==> config.mk <==
export PLATFORM = sky130hd
export DESIGN_NAME = max_pool_2x2_argmax
export DESIGN_NICKNAME = d
export VERILOG_FILES = /design/src/hw/rtl/mp2_pkg.sv /design/src/hw/rtl/mp2_ram.sv /design/src/hw/rtl/mp2_front.sv /design/src/hw/rtl/mp2_queue.sv /design/src/hw/rtl/mp2_back.sv /design/src/hw/rtl/max_pool_2x2_argmax.sv
export SDC_FILE = /design/constraint.sdc
export NUM_CORES = 2
export LEC_CHECK = 0
export BUFFER_PORTS_ARGS = -buffer_cell sky130_fd_sc_hd__buf_2
export CELL_PAD_IN_SITES_DETAIL_PLACEMENT = 1
export CELL_PAD_IN_SITES_GLOBAL_PLACEMENT = 2
export CORE_MARGIN = 4
export CORE_UTILIZATION = 36
export DETAILED_ROUTE_END_ITERATION = 8
export PLACE_DENSITY = 0.76
export SLEW_MARGIN = 10
export SYNTH_ARGS = -nofsm -noshare
export SYNTH_HDL_FRONTEND = slang
export SYNTH_MEMORY_MAX_BITS = 65536
export SYNTH_SLANG_ARGS = --single-unit
==> constraint.sdc <==
create_clock -name clk -period 6.13 [get_ports clk]
set_input_delay 1.226 -clock clk [delete_from_list [all_inputs] [get_ports clk]]
set_output_delay 1.226 -clock clk [all_outputs]
set_load 0.02 [all_outputs]
==> src/hw/rtl/mp2_pkg.sv <==
// ----------------------------------------------------------------------------
// mp2_pkg: shared types and constants of the 2x2 max pooling block
// Sample type, window entry carried from front to back, register indexes.
// ----------------------------------------------------------------------------
package mp2_pkg;

	// Sample and result field widths
	localparam int SAMPLE_W     = 16;
	localparam int OUT_IDX_W    = 8;
	localparam int DIM_CFG_W    = 9;
	localparam int STRIDE_CFG_W = 2;
	localparam int CFG_DATA_W   = 9;
	localparam int CFG_INDEX_W  = 1;

	// Register reset values
	localparam logic [DIM_CFG_W-1:0]    DIM_RESET    = 9'd28;
	localparam logic [STRIDE_CFG_W-1:0] STRIDE_RESET = 2'd2;

	// Stride codes with special handling (zero behaves as one)
	localparam logic [STRIDE_CFG_W-1:0] STRIDE_ZERO  = 2'd0;
	localparam logic [STRIDE_CFG_W-1:0] STRIDE_ONE   = 2'd1;
	localparam logic [STRIDE_CFG_W-1:0] STRIDE_TWO   = 2'd2;
	localparam logic [STRIDE_CFG_W-1:0] STRIDE_THREE = 2'd3;

	// Window queue depth between front and back
	localparam int QDEPTH = 2;
	localparam int QPTR_W = (QDEPTH > 1) ? $clog2(QDEPTH) : 1;
	localparam int QCNT_W = $clog2(QDEPTH + 1);

	// Configuration register indexes
	typedef enum logic [CFG_INDEX_W-1:0] {
		REG_IMAGE_DIM = 1'b0,
		REG_STRIDE    = 1'b1
	} cfg_reg_t;

	typedef logic signed [SAMPLE_W-1:0] sample_t;

	// One complete window, scan order (0,0), (1,0), (0,1), (1,1)
	typedef struct packed {
		sample_t                ul;
		sample_t                ll;
		sample_t                ur;
		sample_t                lr;
		logic [OUT_IDX_W-1:0]   orow;
		logic [OUT_IDX_W-1:0]   ocol;
		logic                   last;
	} win_t;

endpackage

==> src/hw/rtl/mp2_ram.sv <==
// ----------------------------------------------------------------------------
// mp2_ram: generic single-write, single-read RAM
// One write port and one read port with registered read data (old data on
// a same-address write).
// ----------------------------------------------------------------------------
module mp2_ram #(
	parameter int WIDTH = 16,
	parameter int DEPTH = 256,
	localparam int AW = (DEPTH > 1) ? $clog2(DEPTH) : 1
) (
	input  logic             clk,
	input  logic             wr_en,
	input  logic [AW-1:0]    wr_addr,
	input  logic [WIDTH-1:0] wr_data,
	input  logic             rd_en,
	input  logic [AW-1:0]    rd_addr,
	output logic [WIDTH-1:0] rd_data
);

	logic [WIDTH-1:0] mem_q [DEPTH];
	logic [WIDTH-1:0] rd_data_q;

	// Write and registered read
	always_ff @(posedge clk) begin
		if (wr_en) begin
			mem_q[wr_addr] <= wr_data;
		end
		if (rd_en) begin
			rd_data_q <= mem_q[rd_addr];
		end
	end

	assign rd_data = rd_data_q;

endmodule

==> src/hw/rtl/mp2_front.sv <==
// ----------------------------------------------------------------------------
// mp2_front: pixel intake, position tracking and window classification
// Tracks row and column, reads and writes the line buffer, keeps the left
// and upper-left pixels and pushes each complete window into the queue.
// ----------------------------------------------------------------------------
module mp2_front
	import mp2_pkg::*;
#(
	parameter int MAX_DIM = 256
) (
	input  logic                    clk,
	input  logic                    arst_n,
	input  logic [DIM_CFG_W-1:0]    image_dim,
	input  logic [STRIDE_CFG_W-1:0] stride,
	input  logic                    in_valid,
	output logic                    in_stall,
	input  sample_t                 sample,
	input  logic                    start_plane,
	input  logic                    q_full,
	output logic                    q_push,
	output win_t                    q_data
);

	localparam int CW    = $clog2(MAX_DIM);
	localparam int DIM_W = $clog2(MAX_DIM + 1);
	localparam int DW1   = DIM_W + 1;
	localparam int EW    = (DIM_W > DIM_CFG_W) ? DIM_W : DIM_CFG_W;

	// Position counters with their divide-by-three shadows
	logic [CW-1:0] row_q, col_q, row3_q, col3_q;
	logic [1:0]    rowm3_q, colm3_q;
	logic [CW-1:0] row_n, col_n, row3_n, col3_n;
	logic [1:0]    rowm3_n, colm3_n;

	logic [CW-1:0] r, c, r3, c3;
	logic [1:0]    rm3, cm3;
	logic [DW1-1:0] r_x, c_x, dim_x, st_x;
	logic [EW-1:0]  dim_ext, dim_cl;
	logic [STRIDE_CFG_W-1:0] st_eff;
	logic           phase_ok, emit, last;
	logic [CW-1:0]  orow, ocol;
	logic [CW+7:0]  orow_x, ocol_x;
	logic           accept;

	// Stage 1 and neighbor pixels
	logic                 valid_s1, emit_s1, last_s1, adv_s1;
	sample_t              px_s1;
	logic [OUT_IDX_W-1:0] orow_s1, ocol_s1;
	sample_t              ul_q, left_q;
	logic [SAMPLE_W-1:0]  above;

	assign adv_s1   = valid_s1 & (~emit_s1 | ~q_full);
	assign in_stall = valid_s1 & ~adv_s1;
	assign accept   = in_valid & ~in_stall;

	// Clamp dimension and map stride zero to one
	always_comb begin
		dim_ext = EW'(image_dim);
		if (dim_ext < EW'(2)) begin
			dim_cl = EW'(2);
		end else if (dim_ext > EW'(MAX_DIM)) begin
			dim_cl = EW'(MAX_DIM);
		end else begin
			dim_cl = dim_ext;
		end
		st_eff = (stride == STRIDE_ZERO) ? STRIDE_ONE : stride;
		dim_x  = DW1'(dim_cl[DIM_W-1:0]);
		st_x   = DW1'(st_eff);
	end

	// Classify the incoming pixel
	always_comb begin
		r   = start_plane ? '0 : row_q;
		c   = start_plane ? '0 : col_q;
		r3  = start_plane ? '0 : row3_q;
		c3  = start_plane ? '0 : col3_q;
		rm3 = start_plane ? 2'd0 : rowm3_q;
		cm3 = start_plane ? 2'd0 : colm3_q;
		r_x = DW1'(r);
		c_x = DW1'(c);

		case (st_eff)
			STRIDE_TWO: begin
				phase_ok = r[0] & c[0];
				orow     = r >> 1;
				ocol     = c >> 1;
			end
			STRIDE_THREE: begin
				phase_ok = (rm3 == 2'd1) && (cm3 == 2'd1);
				orow     = r3;
				ocol     = c3;
			end
			default: begin
				phase_ok = 1'b1;
				orow     = r - CW'(1);
				ocol     = c - CW'(1);
			end
		endcase

		emit = (r_x < dim_x) && (c_x < dim_x) && (r != '0) && (c != '0) && phase_ok;
		// Last window: the next origin would no longer fit
		last = ((r_x + st_x) >= dim_x) && ((c_x + st_x) >= dim_x);

		orow_x = {8'd0, orow};
		ocol_x = {8'd0, ocol};
	end

	// Advance position, wrap at the plane edge
	always_comb begin
		row_n   = r;
		row3_n  = r3;
		rowm3_n = rm3;
		if ((c_x + DW1'(1)) >= dim_x) begin
			col_n   = '0;
			col3_n  = '0;
			colm3_n = 2'd0;
			if ((r_x + DW1'(1)) >= dim_x) begin
				row_n   = '0;
				row3_n  = '0;
				rowm3_n = 2'd0;
			end else begin
				row_n = r + CW'(1);
				if (rm3 == 2'd2) begin
					rowm3_n = 2'd0;
					row3_n  = r3 + CW'(1);
				end else begin
					rowm3_n = rm3 + 2'd1;
				end
			end
		end else begin
			col_n = c + CW'(1);
			if (cm3 == 2'd2) begin
				colm3_n = 2'd0;
				col3_n  = c3 + CW'(1);
			end else begin
				colm3_n = cm3 + 2'd1;
				col3_n  = c3;
			end
			if (r_x >= dim_x) begin
				row_n   = '0;
				row3_n  = '0;
				rowm3_n = 2'd0;
			end
		end
	end

	// Position registers
	always_ff @(posedge clk or negedge arst_n) begin
		if (!arst_n) begin
			row_q   <= '0;
			col_q   <= '0;
			row3_q  <= '0;
			col3_q  <= '0;
			rowm3_q <= 2'd0;
			colm3_q <= 2'd0;
		end else if (accept) begin
			row_q   <= row_n;
			col_q   <= col_n;
			row3_q  <= row3_n;
			col3_q  <= col3_n;
			rowm3_q <= rowm3_n;
			colm3_q <= colm3_n;
		end
	end

	// Line buffer: read the pixel above, store the current one
	mp2_ram #(
		.WIDTH(SAMPLE_W),
		.DEPTH(MAX_DIM)
	) u_line (
		.clk     (clk),
		.wr_en   (accept),
		.wr_addr (c),
		.wr_data (sample),
		.rd_en   (accept),
		.rd_addr (c),
		.rd_data (above)
	);

	// Stage 1 valid
	always_ff @(posedge clk or negedge arst_n) begin
		if (!arst_n) begin
			valid_s1 <= 1'b0;
		end else if (accept) begin
			valid_s1 <= 1'b1;
		end else if (adv_s1) begin
			valid_s1 <= 1'b0;
		end
	end

	// Stage 1 payload
	always_ff @(posedge clk) begin
		if (accept) begin
			px_s1   <= sample;
			emit_s1 <= emit;
			last_s1 <= last;
			orow_s1 <= orow_x[OUT_IDX_W-1:0];
			ocol_s1 <= ocol_x[OUT_IDX_W-1:0];
		end
	end

	// Shift neighbors as each pixel leaves stage 1
	always_ff @(posedge clk or negedge arst_n) begin
		if (!arst_n) begin
			ul_q   <= '0;
			left_q <= '0;
		end else if (adv_s1) begin
			ul_q   <= sample_t'(above);
			left_q <= px_s1;
		end
	end

	// Hand complete windows to the queue
	assign q_push      = valid_s1 & emit_s1 & ~q_full;
	assign q_data.ul   = ul_q;
	assign q_data.ll   = left_q;
	assign q_data.ur   = sample_t'(above);
	assign q_data.lr   = px_s1;
	assign q_data.orow = orow_s1;
	assign q_data.ocol = ocol_s1;
	assign q_data.last = last_s1;

`ifndef SYNTHESIS
	a_hold_s1: assert property (@(posedge clk) disable iff (!arst_n)
		valid_s1 && !adv_s1 |=> valid_s1 && $stable(px_s1) && $stable(above))
		else $error("stage 1 lost its pixel while held");
`endif

endmodule

==> src/hw/rtl/mp2_queue.sv <==
// ----------------------------------------------------------------------------
// mp2_queue: short window queue between front and back
// Register-based FIFO that lets either side stall on its own.
// ----------------------------------------------------------------------------
module mp2_queue
	import mp2_pkg::*;
(
	input  logic clk,
	input  logic arst_n,
	input  logic push,
	input  win_t push_data,
	output logic full,
	input  logic pop,
	output win_t pop_data,
	output logic not_empty
);

	win_t              entry_q [QDEPTH];
	logic [QPTR_W-1:0] wr_ptr_q, rd_ptr_q;
	logic [QCNT_W-1:0] count_q;

	assign full      = (count_q == QCNT_W'(QDEPTH));
	assign not_empty = (count_q != '0);
	assign pop_data  = entry_q[rd_ptr_q];

	// Pointers and fill count
	always_ff @(posedge clk or negedge arst_n) begin
		if (!arst_n) begin
			wr_ptr_q <= '0;
			rd_ptr_q <= '0;
			count_q  <= '0;
		end else begin
			if (push) begin
				wr_ptr_q <= (wr_ptr_q == QPTR_W'(QDEPTH - 1)) ? '0 : wr_ptr_q + QPTR_W'(1);
			end
			if (pop) begin
				rd_ptr_q <= (rd_ptr_q == QPTR_W'(QDEPTH - 1)) ? '0 : rd_ptr_q + QPTR_W'(1);
			end
			if (push && !pop) begin
				count_q <= count_q + QCNT_W'(1);
			end else if (pop && !push) begin
				count_q <= count_q - QCNT_W'(1);
			end
		end
	end

	// Store entries
	always_ff @(posedge clk) begin
		if (push) begin
			entry_q[wr_ptr_q] <= push_data;
		end
	end

`ifndef SYNTHESIS
	a_no_pop_empty: assert property (@(posedge clk) disable iff (!arst_n)
		pop |-> count_q != '0)
		else $error("window queue popped while empty");
	a_count_bound: assert property (@(posedge clk) disable iff (!arst_n)
		count_q <= QCNT_W'(QDEPTH))
		else $error("window queue count beyond depth");
	a_count_step: assert property (@(posedge clk) disable iff (!arst_n)
		push && !pop |=> count_q == $past(count_q) + QCNT_W'(1))
		else $error("window queue count missed a transfer");
`endif

endmodule

==> src/hw/rtl/mp2_back.sv <==
// ----------------------------------------------------------------------------
// mp2_back: window maximum and argmax, result register
// Picks the first maximum of each queued window and holds the result
// until the consumer takes it.
// ----------------------------------------------------------------------------
module mp2_back
	import mp2_pkg::*;
(
	input  logic                 clk,
	input  logic                 arst_n,
	input  logic                 q_valid,
	input  win_t                 q_data,
	output logic                 q_pop,
	output logic                 out_valid,
	input  logic                 out_stall,
	output sample_t              pooled_max,
	output logic [OUT_IDX_W-1:0] out_row,
	output logic [OUT_IDX_W-1:0] out_col,
	output logic                 max_row_offset,
	output logic                 max_col_offset,
	output logic                 plane_done
);

	logic       out_valid_q;
	sample_t    max_q;
	logic [OUT_IDX_W-1:0] row_q, col_q;
	logic       row_off_q, col_off_q, done_q;

	logic       pick_ll, pick_lr, pick_right;
	sample_t    max_left, max_right, max_win;
	logic [1:0] best;

	// Pairwise compare, earlier scan position wins ties
	always_comb begin
		pick_ll    = q_data.ll > q_data.ul;
		max_left   = pick_ll ? q_data.ll : q_data.ul;
		pick_lr    = q_data.lr > q_data.ur;
		max_right  = pick_lr ? q_data.lr : q_data.ur;
		pick_right = max_right > max_left;
		max_win    = pick_right ? max_right : max_left;
		best       = pick_right ? {1'b1, pick_lr} : {1'b0, pick_ll};
	end

	assign q_pop = q_valid & (~out_valid_q | ~out_stall);

	// Result valid
	always_ff @(posedge clk or negedge arst_n) begin
		if (!arst_n) begin
			out_valid_q <= 1'b0;
		end else if (q_pop) begin
			out_valid_q <= 1'b1;
		end else if (!out_stall) begin
			out_valid_q <= 1'b0;
		end
	end

	// Result payload
	always_ff @(posedge clk) begin
		if (q_pop) begin
			max_q     <= max_win;
			row_q     <= q_data.orow;
			col_q     <= q_data.ocol;
			row_off_q <= best[0];
			col_off_q <= best[1];
			done_q    <= q_data.last;
		end
	end

	assign out_valid      = out_valid_q;
	assign pooled_max     = max_q;
	assign out_row        = row_q;
	assign out_col        = col_q;
	assign max_row_offset = row_off_q;
	assign max_col_offset = col_off_q;
	assign plane_done     = done_q;

`ifndef SYNTHESIS
	a_max_bounds: assert property (@(posedge clk) disable iff (!arst_n)
		q_pop |=> max_q >= $past(q_data.ul) && max_q >= $past(q_data.ll) &&
			max_q >= $past(q_data.ur) && max_q >= $past(q_data.lr))
		else $error("pooled maximum below a window sample");
`endif

endmodule

==> src/hw/rtl/max_pool_2x2_argmax.sv <==
// ----------------------------------------------------------------------------
// max_pool_2x2_argmax: streaming 2x2 max pooling with argmax
// Pools square Q8.8 planes in raster order with stride 1 to 3, reporting
// window maximum, output position, argmax offset and plane end.
// ----------------------------------------------------------------------------
//  channel | dir | handshake            | payload
//  --------+-----+----------------------+-------------------------------------
//  in      | in  | in_valid / in_stall  | sample, start_plane
//  out     | out | out_valid / out_stall| pooled_max, out_row, out_col,
//          |     |                      | max_row_offset, max_col_offset,
//          |     |                      | plane_done
//  cfg     | in  | cfg_wr_en            | cfg_index, cfg_wr_data
//
//  One pixel per cycle while the window queue has room; the pixel that completes
//  a window is registered in stage 1, the window is then written to the window
//  queue and its result to the argmax register, where it is offered.
//  The line buffer has one write and one read port, both used once per pixel.
//  Reset clears position, neighbor pixels and control; no clearing pass.
//  A stalled output fills the two-entry window queue before the input stalls.
// ----------------------------------------------------------------------------
module max_pool_2x2_argmax
	import mp2_pkg::*;
#(
	parameter int MAX_DIM = 256
) (
	input  logic                   clk,
	input  logic                   arst_n,
	input  logic                   cfg_wr_en,
	input  logic [CFG_INDEX_W-1:0] cfg_index,
	input  logic [CFG_DATA_W-1:0]  cfg_wr_data,
	input  logic                   in_valid,
	output logic                   in_stall,
	input  sample_t                sample,
	input  logic                   start_plane,
	output logic                   out_valid,
	input  logic                   out_stall,
	output sample_t                pooled_max,
	output logic [OUT_IDX_W-1:0]   out_row,
	output logic [OUT_IDX_W-1:0]   out_col,
	output logic                   max_row_offset,
	output logic                   max_col_offset,
	output logic                   plane_done
);

	logic [DIM_CFG_W-1:0]    image_dim_q;
	logic [STRIDE_CFG_W-1:0] stride_q;

	logic q_full, q_push, q_pop, q_not_empty;
	win_t q_wr_data, q_rd_data;

	// Configuration registers
	always_ff @(posedge clk or negedge arst_n) begin
		if (!arst_n) begin
			image_dim_q <= DIM_RESET;
			stride_q    <= STRIDE_RESET;
		end else if (cfg_wr_en) begin
			unique case (cfg_reg_t'(cfg_index))
				REG_IMAGE_DIM: image_dim_q <= cfg_wr_data[DIM_CFG_W-1:0];
				REG_STRIDE:    stride_q    <= cfg_wr_data[STRIDE_CFG_W-1:0];
				default: ;
			endcase
		end
	end

	mp2_front #(
		.MAX_DIM(MAX_DIM)
	) u_front (
		.clk         (clk),
		.arst_n      (arst_n),
		.image_dim   (image_dim_q),
		.stride      (stride_q),
		.in_valid    (in_valid),
		.in_stall    (in_stall),
		.sample      (sample),
		.start_plane (start_plane),
		.q_full      (q_full),
		.q_push      (q_push),
		.q_data      (q_wr_data)
	);

	mp2_queue u_queue (
		.clk       (clk),
		.arst_n    (arst_n),
		.push      (q_push),
		.push_data (q_wr_data),
		.full      (q_full),
		.pop       (q_pop),
		.pop_data  (q_rd_data),
		.not_empty (q_not_empty)
	);

	mp2_back u_back (
		.clk            (clk),
		.arst_n         (arst_n),
		.q_valid        (q_not_empty),
		.q_data         (q_rd_data),
		.q_pop          (q_pop),
		.out_valid      (out_valid),
		.out_stall      (out_stall),
		.pooled_max     (pooled_max),
		.out_row        (out_row),
		.out_col        (out_col),
		.max_row_offset (max_row_offset),
		.max_col_offset (max_col_offset),
		.plane_done     (plane_done)
	);

endmodule

# After elaboration in Yosys (flattened, before gate mapping)
# Memory sizes are Yosys's and may differ from the RTL's. A register that Yosys moved wholly into a read port is not among the register bits.
# Index checks and enable logic that the tools add are counted.
op_classes:
  bitwise_logic: 16
  mux: 44
  n_reduce_logical: 18
  n_eq_ne: 8
  add_sub_neg: 16
  n_lt_le_gt_ge: 12
op_table:
  columns: ["operator", "n"]
  rows:
  - ["two-way mux 8 bit", 14]
  - ["greater-than comparator 16 bit", 3]
  - ["two-way mux 16 bit", 3]
  - ["greater-or-equal comparator 10 x 9 -> 1 bit", 4]
  - ["adder 8 x 1 -> 8 bit (second input constant)", 4]
  - ["one-hot mux 8 bit (2 select lines)", 2]
  - ["two-way mux 2 bit", 12]
  - ["adder 8 x 1 -> 9 bit (second input constant)", 2]
  - ["adder 8 x 2 -> 9 bit", 2]
  - ["less-than comparator 8 x 9 -> 1 bit", 2]
  - ["two-way mux 9 bit", 2]
  - ["nonzero test 8 bit", 2]
  - ["subtractor 8 x 1 -> 8 bit (second input constant)", 2]
  - ["equality test 2 bit (second input constant)", 5]
  - ["two-way mux 1 bit", 10]
  - ["greater-or-equal comparator 8 x 9 -> 1 bit", 1]
  - ["greater-than comparator 9 bit (second input constant)", 1]
  - ["less-than comparator 9 x 2 -> 1 bit (second input constant)", 1]
  - ["logical AND 1 bit", 8]
  - ["bitwise AND 1 bit", 7]
  - ["NOT 1 bit", 7]
  - ["adder 2 x 1 -> 2 bit (second input constant)", 3]
  - ["nonzero test 2 bit", 3]
  - ["equality test 2 x 1 -> 1 bit (second input constant)", 2]
  - ["8 further kinds", 12]
word_totals:
  ff_bits: 154
  mem_bits_rw: 4258
  memories: 2
  word_cells: 142
  out_inout_bits: 37
  inputBits: 32
memory_table:
  columns: ["memory", "depth", "word_bits", "read_ports", "rd_clocked_by_memory_dff", "write_ports", "line", "rtl"]
  rows:
  - ["u_front.u_line.mem_q", 256, 16, 1, 1, 1, "mp2_ram.sv:20", "logic [WIDTH-1:0] mem_q [DEPTH];"]
  - ["u_queue.entry_q", 2, 81, 1, 0, 1, "mp2_queue.sv:18", "win_t entry_q [QDEPTH];"]

# Longest topological paths before layout
logic_depth:
  depth_word: 10
  ltp_mapped: 26
  mapped_depth_nobuf: 20

# Cells and area by module
# From an unflattened synthesis, not the netlist that was laid out.
hier_totals:
  cells_unflattened: 8591
  hier_area_um2: 175487.1
by_module_without_submodules:
  columns: ["mod", "cells_per_inst", "seq_area_each_um2", "instances", "area_per_inst_um2"]
  rows:
  - ["mp2_ram", 7360, 123478.4, 1, 158874.9]
  - ["mp2_front", 637, 2747.6, 1, 6647.6]
  - ["mp2_queue", 268, 4964.8, 1, 6433.7]
  - ["mp2_back", 301, 1076.0, 1, 3064.2]
  - ["max_pool_2x2_argmax", 25, 280.3, 1, 466.7]

# Least setup slack after synthesis
# OpenSTA, ideal clock, no wires.
synth_timing:
  path_type: "register to register"
  start: "register u_queue.count_q[1]"
  end: "memory u_queue.entry_q[0][0] (netlist name) (enable)"
  required_time_ns: 5.510
  stages_incl_launch_ff: 3
  arrival_ns: 6.100
  period_less_slack_ns: 6.720
  setup_slack_ns: -0.590
  cell_sequence: "dfrtp_1 -> nor2b_1 -> nor3_1"
synth_via:
  elab_chain_len: 5
synth_lines:
  columns: ["element", "line", "rtl"]
  rows:
  - ["start: declaration", "mp2_queue.sv:20", "logic [QCNT_W-1:0] count_q;"]
  - ["start signal: assignment", "mp2_queue.sv:40", "count_q <= count_q + QCNT_W'(1);"]
  - ["start signal: assignment", "mp2_queue.sv:42", "count_q <= count_q - QCNT_W'(1);"]
  - ["equality test 2 bit", "mp2_queue.sv:22", "assign full = (count_q == QCNT_W'(QDEPTH));"]
  - ["NOT 1 bit", "mp2_front.sv:214", "assign q_push = valid_s1 & emit_s1 & ~q_full;"]
  - ["bitwise AND 1 bit", "mp2_front.sv:214", null]
  - ["two-way mux 1 bit", "mp2_queue.sv:49", "if (push) begin"]
  - ["two-way mux 1 bit (implied by the code)", "mp2_queue.sv:50", "entry_q[wr_ptr_q] <= push_data;"]
  - ["end: declaration", "mp2_queue.sv:18", null]
# No other way between the ends.

# Worst setup path after layout
layout_timing:
  start: "register u_queue.rd_ptr_q"
  end: "register u_back.max_q[5] (netlist: u_back.pooled_max[5]) (data pin)"
layout_via:
  elab_chain_len: 5
  elab_cells_between_ends: 7
  classes_between: "order compare: 3; mux: 3; memory: 1"
layout_lines:
  columns: ["element", "line", "rtl"]
  rows:
  - ["start: declaration", "mp2_queue.sv:19", "logic [QPTR_W-1:0] wr_ptr_q, rd_ptr_q;"]
  - ["start signal: assignment", "mp2_queue.sv:37", "rd_ptr_q <= (rd_ptr_q == QPTR_W'(QDEPTH - 1)) ? '0 : rd_ptr_q + QPTR_W'(1);"]
  - ["memory read (2 x 81 bit) (*)", null, null]
  - ["greater-than comparator 16 bit, on equally long branches", "mp2_back.sv:37, mp2_back.sv:35", null]
  - ["two-way mux 16 bit, on equally long branches", "mp2_back.sv:38, mp2_back.sv:36", null]
  - ["greater-than comparator 16 bit", "mp2_back.sv:39", "pick_right = max_right > max_left;"]
  - ["two-way mux 16 bit (*)", "mp2_back.sv:40", "max_win = pick_right ? max_right : max_left;"]
  - ["via u_back.max_win[5]", "mp2_back.sv:30", "sample_t max_left, max_right, max_win;"]
  - ["end signal: assignment", "mp2_back.sv:60", "max_q <= max_win;"]
  - ["end: declaration", "mp2_back.sv:25", "sample_t max_q;"]
# The timed path passes the listed nets; every way through them passes the cells marked *.
# A chain may end at the register's enable or synchronous reset.

==> summary.md <==
| Metric | Value |
|---|---|
| Outcome | `completed` |
| Iteration count of the initial detailed-routing pass | `5` |
| Final Setup Violations | `0` |
| Root buffer cell | `clkbuf_16` |
| Net Count, Synth | `12,200` |
| Pleak | `64.4 nW` |
| Core footprint | `491,000 um2` |
| Clock-pin slew of the registers on the worst-case setup and hold paths | `0.06 ns` |
| Share of cells above drive strength 1 | `13.8%` |
| Worst skew pair latency | `1.05 ns` |
| Hold_buf cts | `0` |
| Simple-Gate Fraction of Synth Area | `9.99%` |
| Via count | `111,000` |
| Hpwl dp | `332,000 um` |
| CTS tree | `built` |
| WP data arrival | `6.26 ns` |
| Busiest grt layer | `met2` |
| Compound-Gate Fraction of Synth Area | `10.2%` |
| Worst clock skew | `0.0633 ns` |
| Worst VDD drop | `335 uV` |
| Vias in the first global route | `113,000` |
| Max-slew violation count | `0` |
| Synth Area in Adders | `0.833%` |
| M2 GR Usage | `35.7%` |
| Cts bufs inserted | `446` |
| Routed Antenna Nets | `0` |
| Critical Path Sink Type | `flip-flop` |
| Vias per inst | `5.81` |
| Largest net degree at the start of global routing | `177` |
| Top cells by area, synth | `edfxtp_1, nand2_1, a311oi_1, a211oi_1, nor2b_1` |
| Post-synthesis instance area | `178,000 um2` |
| Gr usage total | `22.0%` |
| Maximum net fanout on the critical path | `36` |
| Top cell type's share of synthesized area | `73.4%` |
| Final Wtd Congestion | `0.838` |
| Io pins | `69` |
| Mean Syn Cell Area | `14.8 um2` |
| Post-CTS Setup Inserts | `0` |
| Routed WL | `572,000 um` |
| Pre-CTS WS | `0.663 ns` |
| Initial drt markers | `12,400` |
| Worst-Margin Slew | `1.28 ns` |
| Worst hold slack | `0.178 ns` |
| Placed Area | `189,000 um2` |
| Max cap viols | `0` |
| Finished Layout Cells | `19,200` |
| Htree depth | `5` |
| Top cell types by occurrence after synthesis | `edfxtp_1, nand2_1, nor2b_1` |
| Rel. slew slack | `13.8%` |
| Largest family of logic cells by synthesized area | `compound AO/OA/AOI/OAI gates` |
| Initial core utilization | `36.2%` |
| Port Buffers | `68` |
| Largest area contributor in the synthesized netlist | `edfxtp_1` |
| Post-route setup TNS | `0 ns` |
| DRC violations left | `0` |
| Horiz. Die Dim | `710 um` |
| #FFs+latches synth | `4,428` |
| Final period util | `88.1%` |
| Final critical-path required period | `5.40 ns` |
| Yosys warnings | `0` |
| Die Height | `710 um` |
| Final #Nets | `12,500` |
| CTS sink cnt | `4,428` |
| Startpoint type of the worst setup path | `flip-flop` |
| Post-synth EDFFs | `4,343` |
| Multiplexer area fraction after synthesis | `1.90%` |
| Synth-to-Final Area Change | `14.7%` |
| RSZ-0062 raised after global routing | `false` |
| Met3 Track Usage GR | `3.39%` |
| Initial antenna violation count | `28` |
| Final WS setup | `0.727 ns` |
| Post-Syn Instances | `12,000` |
| Critical path class | `flip-flop to flip-flop` |
| Die area | `505,000 um2` |
| Fin. Hold Viols | `0` |
| Routed len/inst | `29.9 um` |
| XOR/XNOR Fraction of Synth Area | `0.187%` |
| Power per cell area | `360 nW/um2` |
| CTS Buffer Depth | `4` |
| Fmax | `0.185 GHz` |
| First-pass GRT wire length | `817,000 um` |
| Hold crit path type | `primary input to async pin` |
| Layout Cell Area excl Fill | `204,000 um2` |
| Sequential area share after synthesis | `74.6%` |
| GR Util met1 | `30.3%` |
| Inst Count DP | `18,300` |
| Ys flop type | `edfxtp_1` |
| Data required, critical path | `6.99 ns` |
| Layout Utilization | `41.5%` |
| Count leader, synth | `edfxtp_1` |
| Total chip power | `73.4 mW` |
| Post-CTS sizing | `0` |
| Yosys cell types | `65` |
| Global route overflow | `0` |
| FP Rows | `257` |
| Ys async rst share | `1.92%` |
-- final timing paths --
| check | slack (ns) | cells after the start | from | end |
|---|---|---|---|---|
| worst max-delay path | 0.73 | 22 | u_queue.rd_ptr_q | u_back.pooled_max[5] |
| worst min-delay path | 0.18 | 1 | arst_n | u_front.valid_s1 |
| worst max register to register | 0.73 | 22 | u_queue.rd_ptr_q | u_back.pooled_max[5] |
| worst min register to register | 0.44 | 0 | u_front.ocol_s1[5] | u_queue.entry_q[1][6] |
| max in group asynchronous | 4.82 | 2 | arst_n | u_front.col_q[0] |
| min in group clk | 0.41 | 3 | out_stall | u_back.out_valid |
-- worst max-delay path: stages, from the launching register on --
cell,delay (ns)
dfrtp_4,0.69
buf_12,0.28
mux2i_1,0.28
inv_1,0.08
ha_1,0.29
nor2b_1,0.14
o21a_1,0.16
o21a_1,0.18
o21ai_0,0.17
nand2_1,0.08
mux2_2,0.56
mux2_2,0.42
inv_1,0.06
ha_1,0.22
nor2b_1,0.14
o21ai_0,0.14
nand2b_1,0.08
a21oi_1,0.17
o21ai_0,0.10
a21oi_1,0.21
mux2i_2,0.25
buf_4,0.24
mux2i_1,0.25
-- power by group --
group | internal (mW) | switching [mW]
Combinational | 3.62 | 8.24
Clock | 15.2 | 11.9
Sequential | 33.9 | 0.427
-- per-layer routing --
layer,vias to the layer above,wire length [um]
li1,47300,-
met1,58600,239000
met2,4455,269000
met3,905,42800
met4,10,20700
met5,-,63
-- final cells by class --
| type | instances | area (um2) |
|---|---|---|
| clock buffers | 556 | 11700 |
| well taps | 6475 | 8100 |
| fillers | 49000 | 287000 |
| multi-input cells | 6627 | 41900 |
| flip-flops and latches | 4428 | 133000 |
| repair buffers | 725 | 6490 |
| diodes | 6 | 15.0 |
| inverters | 78 | 314 |
| clock inverters | 260 | 2650 |
-- kinds of logic after synthesis --
kind of cell             count (synthesis)
multiplexers                           297
AO/OA/AOI/OAI                         2335
AND/OR/NAND/NOR                       3840
flip-flops                            4428
adder cells (fa/ha/maj)                117
XOR/XNOR                                38
buffers and inverters                  972
-- sequential cells by signal, indices dropped and copies added, names as in the netlist, 9 cells and up --
signal	flops
u_front.px_s1	16
u_queue.entry_q	162
u_front.left_q	16
u_back.pooled_max	16
u_front.ul_q	16
image_dim_q	9
u_front.u_line.mem_q	4096
u_front.u_line.rd_data	16
-- layout by cell type, fill, tap and decap left out, types with 18 or more instances in the layout --
cell	netlist	routed
nor2_1	313	128
mux2_2	143	143
buf_2	291	51
o21ai_0	115	115
nand3_1	93	76
nor2b_1	951	949
clkinv_2	0	77
a21o_1	26	26
nand4_1	20	20
buf_4	10	573
clkbuf_16	0	448
bufinv_16	0	41
a21oi_1	61	61
inv_1	71	71
clkbuf_1	459	102
buf_12	0	84
mux4_2	18	18
a311oi_1	915	915
nor4_1	223	207
nor2_2	0	182
clkinv_1	4	106
nand2_1	2144	2140
mux2i_1	136	135
xnor2_1	24	24
edfxtp_1	4343	4343
nor3_1	39	37
ha_1	115	115
o22ai_1	111	111
dfrtp_1	81	78
a31oi_1	73	72
a211oi_1	933	933
No activity file was read; power rests on OpenSTA's default activity.
